### src/sv/assert_macros.svh
// ----------------------------------------------------------------------------
// Assertion macros
// Shared concurrent assertion forms, clocked on clk_i and held off in reset.
// ----------------------------------------------------------------------------
`ifndef ASSERT_MACROS_SVH
`define ASSERT_MACROS_SVH

// Same-cycle implication: when ante holds, cons must hold at that edge.
`define ASSERT_NOW(label, ante, cons, msg) \
  label: assert property (@(posedge clk_i) disable iff (!rst_ni) (ante) |-> (cons)) \
    else $error(msg);

// Next-cycle implication: when ante holds, cons must hold at the next edge.
`define ASSERT_NEXT(label, ante, cons, msg) \
  label: assert property (@(posedge clk_i) disable iff (!rst_ni) (ante) |=> (cons)) \
    else $error(msg);

`endif

### src/sv/wau_pkg.sv
// ----------------------------------------------------------------------------
// wau_pkg
// Opcodes, flag layout and the result function of the word unary ALU.
// ----------------------------------------------------------------------------
package wau_pkg;

  localparam int unsigned WordW  = 16;
  localparam int unsigned FlagsW = 4;
  localparam int unsigned CmdW   = 4;
  // Packed payload widths, rounded up to whole bytes.
  localparam int unsigned InDataW  = ((WordW + FlagsW + 7) / 8) * 8;
  localparam int unsigned OutDataW = ((WordW + FlagsW + 7) / 8) * 8;

  localparam logic [WordW-1:0] MinNeg = 16'h8000;
  localparam logic [WordW-1:0] MaxPos = 16'h7fff;

  typedef enum logic [CmdW-1:0] {
    OP_CLR  = 4'd0,
    OP_COM  = 4'd1,
    OP_DEC  = 4'd2,
    OP_INC  = 4'd3,
    OP_NEG  = 4'd4,
    OP_TST  = 4'd5,
    OP_ASR  = 4'd6,
    OP_LSL  = 4'd7,
    OP_LSR  = 4'd8,
    OP_ROL  = 4'd9,
    OP_ROR  = 4'd10,
    OP_SEXW = 4'd11
  } op_e;

  // Bit 3 N, bit 2 Z, bit 1 V, bit 0 C.
  typedef struct packed {
    logic n;
    logic z;
    logic v;
    logic c;
  } flags_t;

  typedef struct packed {
    flags_t           flags;
    logic [WordW-1:0] result;
  } alu_out_t;

  // Result and new flags for one operation; unknown codes pass through.
  function automatic alu_out_t alu_eval(logic [CmdW-1:0] cmd, logic [WordW-1:0] x,
                                        flags_t f);
    logic [WordW-1:0] r;
    flags_t           nf;
    logic             upd_nz;
    alu_out_t         res;
    r      = x;
    nf     = f;
    upd_nz = 1'b1;
    unique case (cmd)
      OP_CLR: begin
        r  = '0;
        nf = '{n: 1'b0, z: 1'b1, v: 1'b0, c: 1'b0};
        upd_nz = 1'b0;
      end
      OP_COM: begin
        r    = ~x;
        nf.v = 1'b0;
        nf.c = 1'b1;
      end
      OP_DEC: begin
        r    = x - {{(WordW-1){1'b0}}, 1'b1};
        nf.v = (x == MinNeg);
      end
      OP_INC: begin
        r    = x + {{(WordW-1){1'b0}}, 1'b1};
        nf.v = (x == MaxPos);
      end
      OP_NEG: begin
        r    = '0 - x;
        nf.v = (x == MinNeg);
        nf.c = |x;
      end
      OP_TST: begin
        nf.v = 1'b0;
      end
      OP_ASR: begin
        r    = {x[WordW-1], x[WordW-1:1]};
        nf.c = x[0];
      end
      OP_LSL: begin
        r    = {x[WordW-2:0], 1'b0};
        nf.v = x[WordW-1] ^ x[WordW-2];
        nf.c = x[WordW-1];
      end
      OP_LSR: begin
        r    = {1'b0, x[WordW-1:1]};
        nf.c = x[0];
      end
      OP_ROL: begin
        r    = {x[WordW-2:0], f.c};
        nf.v = x[WordW-1] ^ x[WordW-2];
        nf.c = x[WordW-1];
      end
      OP_ROR: begin
        r    = {f.c, x[WordW-1:1]};
        nf.c = x[0];
      end
      OP_SEXW: begin
        r      = {WordW{x[WordW-1]}};
        nf.n   = x[WordW-1];
        nf.z   = ~|x;
        upd_nz = 1'b0;
      end
      default: begin
        upd_nz = 1'b0;
      end
    endcase
    if (upd_nz) begin
      nf.n = r[WordW-1];
      nf.z = ~|r;
    end
    res.result = r;
    res.flags  = nf;
    return res;
  endfunction

endpackage

### src/sv/word_accumulator_unary_alu.sv
// ----------------------------------------------------------------------------
// word_accumulator_unary_alu
// 16-bit unary ALU with N/Z/V/C condition code update, stream in and out.
// ----------------------------------------------------------------------------
// Usage:
//   Slave channel s_axis_*: one operation per transfer. tuser carries the
//   opcode, tdata the operand in bits [15:0] and the incoming flags in
//   bits [19:16] (N, Z, V, C from bit 19 down); bits [23:20] are zero.
//   Master channel m_axis_*: one result per operation, in order. tdata
//   holds the result word in [15:0] and the new flags in [19:16].
//   Order: an accepted operation passes the input register, then the
//   result register, before tvalid rises on the master side; a stall on
//   the result side can hold it in between. Throughput: one operation per
//   clock while the receiver keeps tready high; the ALU is a single shallow
//   level of 16-bit logic between the two registers, so nothing iterates.
//   Stall: when the receiver holds tready low, the result register holds
//   its transfer and the input register holds the next operation; tready
//   on the slave side drops only once both are full. Flow resumes at full
//   rate the cycle the receiver takes the result.
//   Reset: rst_ni clears both valid flags; the block is empty and ready.
//   Unassigned opcodes return the operand and the flags unchanged.
// ----------------------------------------------------------------------------
`include "assert_macros.svh"

module word_accumulator_unary_alu (
  input  logic                              clk_i,
  input  logic                              rst_ni,
  // Operation channel
  input  logic                              s_axis_tvalid,
  output logic                              s_axis_tready,
  input  logic [wau_pkg::InDataW-1:0]       s_axis_tdata,   // [15:0] operand, [19:16] flags_in
  input  logic [wau_pkg::CmdW-1:0]          s_axis_tuser,   // [3:0] cmd
  // Result channel
  output logic                              m_axis_tvalid,
  input  logic                              m_axis_tready,
  output logic [wau_pkg::OutDataW-1:0]      m_axis_tdata    // [15:0] result, [19:16] flags_out
);

  localparam int unsigned PadW = wau_pkg::OutDataW - wau_pkg::WordW - wau_pkg::FlagsW;

  // Input stage
  logic                        in_valid_q, in_valid_d;
  logic [wau_pkg::CmdW-1:0]    cmd_q;
  logic [wau_pkg::WordW-1:0]   operand_q;
  wau_pkg::flags_t             flags_q;

  // Result stage
  logic                        out_valid_q, out_valid_d;
  wau_pkg::alu_out_t           out_q;

  wau_pkg::alu_out_t           alu_res;
  logic                        in_xfer;
  logic                        out_adv;

  // The result register can load when it is empty or its transfer completes.
  assign out_adv       = !out_valid_q || m_axis_tready;
  assign s_axis_tready = !in_valid_q || out_adv;
  assign in_xfer       = s_axis_tvalid && s_axis_tready;

  assign alu_res = wau_pkg::alu_eval(cmd_q, operand_q, flags_q);

  always_comb begin
    in_valid_d  = in_valid_q;
    out_valid_d = out_valid_q;
    if (out_adv) begin
      out_valid_d = in_valid_q;
    end
    if (s_axis_tready) begin
      in_valid_d = s_axis_tvalid;
    end
  end

  always_ff @(posedge clk_i or negedge rst_ni) begin
    if (!rst_ni) begin
      in_valid_q  <= 1'b0;
      out_valid_q <= 1'b0;
    end else begin
      in_valid_q  <= in_valid_d;
      out_valid_q <= out_valid_d;
    end
  end

  // Payload registers: load on transfer, hold otherwise.
  always_ff @(posedge clk_i) begin
    if (in_xfer) begin
      cmd_q     <= s_axis_tuser;
      operand_q <= s_axis_tdata[wau_pkg::WordW-1:0];
      flags_q   <= wau_pkg::flags_t'(
                     s_axis_tdata[wau_pkg::WordW +: wau_pkg::FlagsW]);
    end
    if (out_adv && in_valid_q) begin
      out_q <= alu_res;
    end
  end

  assign m_axis_tvalid = out_valid_q;
  assign m_axis_tdata  = {{PadW{1'b0}}, out_q.flags, out_q.result};

  // --------------------------------------------------------------------------
  // Assertions
  // --------------------------------------------------------------------------
  `ASSERT_NEXT(a_in_capture, in_xfer, in_valid_q, "accepted operation not captured")
  `ASSERT_NEXT(a_out_load, in_valid_q && out_adv,
               m_axis_tvalid && (m_axis_tdata[wau_pkg::WordW-1:0] == $past(alu_res.result)),
               "result register lost a finished operation")
  `ASSERT_NOW(a_empty_ready, !in_valid_q, s_axis_tready,
              "input stage empty but not ready")
  `ASSERT_NEXT(a_no_overwrite, in_valid_q && !out_adv, in_valid_q && $stable(operand_q),
               "stalled operation overwritten")

endmodule

### config.mk
export PLATFORM = sky130hd
export DESIGN_NAME = word_accumulator_unary_alu
export DESIGN_NICKNAME = d
export VERILOG_FILES = /design/src/sv/wau_pkg.sv /design/src/sv/word_accumulator_unary_alu.sv
export VERILOG_INCLUDE_DIRS = /design/src /design/src/sv
export SDC_FILE = /design/constraint.sdc
export NUM_CORES = 1
export LEC_CHECK = 0
export ABC_AREA = 1
export BUFFER_PORTS_ARGS = -buffer_cell sky130_fd_sc_hd__buf_2
export CORE_MARGIN = 1
export CORE_UTILIZATION = 55
export CTS_BUF_LIST = sky130_fd_sc_hd__clkbuf_4
export DETAILED_ROUTE_END_ITERATION = 12
export PLACE_DENSITY_LB_ADDON = 0.15
export SYNTH_ARGS = -nofsm -noshare
export SYNTH_HDL_FRONTEND = slang
export SYNTH_SLANG_ARGS = --single-unit
### constraint.sdc
create_clock -name clk_i -period 3.4 [get_ports clk_i]
set_input_delay 0.68 -clock clk_i [delete_from_list [all_inputs] [get_ports clk_i]]
set_output_delay 0.68 -clock clk_i [all_outputs]
set_load 0.02 [all_outputs]
==> impl_results.md <==
* Status: finished, final reports clean
* Commonest cells after routing, fill and taps aside: nand2_1 (196), inv_1 (86), nor2_1 (76)
* # clock sinks at 46
* Fin crit period at 2.98 ns
* Post-CTS Resized at 0
* Yosys warns at 0
* # DRC at 0
* Vias per std cell at 5.45
* Area grow syn2layout at 9.59%
* Crit start category: flop
* Slew @ Worst Pin at 1.07 ns
* Via count at 4060
* Number of global-route vias before repair at 3696
* R2r startpoint: cmd_q[0]$_DFFE_PP_
* Total power at 1.63 mW
* Hold Path Class: input port to asynchronous set/reset pin
* Max Freq at 336 MHz
* CP Launch Point: cmd_q[0]$_DFFE_PP_
* Final-report hold violation count at 0
* Most common cell after layout, fill and taps aside: nand2_1
* RSZ-0062 raised after global routing: no
* Arr. time, crit path at 3.09 ns
* Clock Latency Late Sink at 0.36 ns
* Total GRT Usage at 30.7%
* Max VDD drop at 0.000230 V
* CP endpoint: m_axis_tdata[18]$_DFFE_PP_
* Clock root cell: clkbuf_4
* DP HPWL at 8.37 mm
* Critical path peak fanout at 18
* Die H at 87.1 µm
* Htree depth at 2
* Area of the die at 7580 µm²
* CTS tree: done
* Pwr dens at 373 nW/µm²
* Worst EP required at 3.51 ns
* Average size of a mapped cell at 6.64 µm²
* Pre-CTS WS at 0.495 ns
* DIE WIDTH at 87.1 µm
* Worst hold slack at 0.0671 ns
* Main flop type after synthesis: edfxtp_1
* Final nets at 699
* Drt total wl at 10.9 mm
* Antenna Cells at 0
* Largest net degree at the start of global routing at 25
* Ys async rst share at 4.35%
* IO buf count at 49
* Fin area at 4360 µm²
* CTS max path bufs at 2
* Initial DRT Pass Iterations at 6
* Proportion of synthesized chip area in sequential cells at 34.4%
* RePlAce Congestion at 0.961
* Fillers at 664
* First-pass GRT wire length at 17.6 mm
* Core box area at 6910 µm²
* CTS Buf Count at 5
* Period utilization at 87.5%
* Max_cap viols at 0
* Internal reg-to-reg setup slack at 0.42 ns
* Drt wl/cell at 14.6 µm
* Synth cell types at 34
* Placed Instances at 737
* Final setup fails at 0
* Final setup margin at 0.424 ns
* Antenna violations before repair at 0
* R2R Path End: m_axis_tdata[18]$_DFFE_PP_
* Final TNS setup at 0 ns
* Grt ovf at 0
* Pleak at 2.17 nW
* Crit Path Class: flop to flop
* Fin cells at 745
* Count of state elements after synthesis at 46
* Layout Skew at 0.00872 ns
* Max Slew Vio Count at 0
* CTS Hold Buffers Added at 0
* ANT nets after route at 0
* Post-synthesis cell area at 3980 µm²
* 1st-iter DRT viols at 390
* Number of enable flip-flop cells after synthesis at 44
* Share of cells above drive strength 1 at 13.3%
* FF-to-FF path depth at 17
* Layout Utilization at 63.2%
* Post-Synthesis Cells at 600
* Setup crit end kind: flop
* Setup repair bufs after CTS at 0
* Placed cell area at 4280 µm²
* Worst-path clk slew at 0.14 ns
* Relative slew margins at 28.5%
* Starting density of the core at 57.6%
* Placement Rows at 30
* Top Ports at 58
-- power breakdown --
group          leakage [nW]  total, mW  switching (mW)  internal [mW]
Clock                0.0456      0.348           0.192          0.157
Combinational          1.68      0.531           0.363          0.167
Sequential            0.447      0.750          0.0507          0.700
-- critical path, stage by stage (launching register included) --
cell and delay [ns]:
edfxtp_1 0.54, nand2_2 0.14, inv_2 0.11, nand2_1 0.06
buf_4 0.21, ha_1 0.40, a21oi_1 0.22, nand2_1 0.16
nand2_1 0.12, nand2_1 0.12, nand2_1 0.09, nand3_1 0.08
nand3_1 0.09, nand2_1 0.09, nand3_1 0.11, nor2_1 0.05
nand4_1 0.08, nand2_1 0.05
-- how the worst min path moves through the flow --
stage | to | depth (start not counted)
2_1_floorplan | in_valid_q$_DFFE_PN0N_ | 0
3_3_place_gp | m_axis_tvalid$_DFFE_PN0P_ | 1
3_5_place_dp | m_axis_tvalid$_DFFE_PN0P_ | 1
4_1_cts | m_axis_tvalid$_DFFE_PN0P_ | 1
5_1_grt | m_axis_tvalid$_DFFE_PN0P_ | 1
6_report | m_axis_tvalid$_DFFE_PN0P_ | 1
-- final cells by class --
class	count	area [µm²]	share of cell area, %
multi-input cells	450	2170	49.8
flip-flops and latches	46	1370	31.4
clock inverters	3	43.8	1.00
well taps	96	120	2.75
repair buffers	52	268	6.14
clock buffers	5	37.5	0.860
inverters	93	352	8.06
-- registers in the layout, summed over array words and instances, names as in the netlist --
register and flops:
m_axis_tdata 20, operand_q 16, cmd_q 4, in_valid_q 1
m_axis_tvalid 1, flags_q 4
-- Yosys cell counts (all sizes together) (2+ instances only) --
master	n	area share (%)
a21oi	19	2.4
buf	11	2.3
clkbuf	3	0.31
dfrtp	2	1.3
edfxtp	44	33
ha	18	5.7
inv	93	8.8
nand2	205	20
nand3	71	9.1
nand3b	4	0.75
nand4	16	2.5
nor2	81	8.1
nor3	4	0.50
nor4	3	0.47
o2111ai	3	0.66
o21ai	15	2.0
or2	2	0.31
-- logic make-up (layout without fill, tap and decap cells) --
group,after synthesis,after routing,share of synthesized area [%]
DFF,46,46,34.4
xor gates and xnor gates,1,1,0.220
buffers and inverters,107,153,11.4
adders and majority gates,19,19,6.16
AOI/OAI and AO/OA,39,39,5.44
other,1,4,0.0942
and+or+nand+nor,387,387,42.2
-- layer usage --
metal | vias to the layer above | GRT usage, % | wire length [µm]
met3 | 34 | 6.54 | 1010
met5 | - | 0 | 0
li1 | 2027 | - | -
met4 | 0 | 13.5 | 353
met1 | 1772 | 42.5 | 4800
met2 | 227 | 46.0 | 4690
Power figures use the tool's default switching activity.
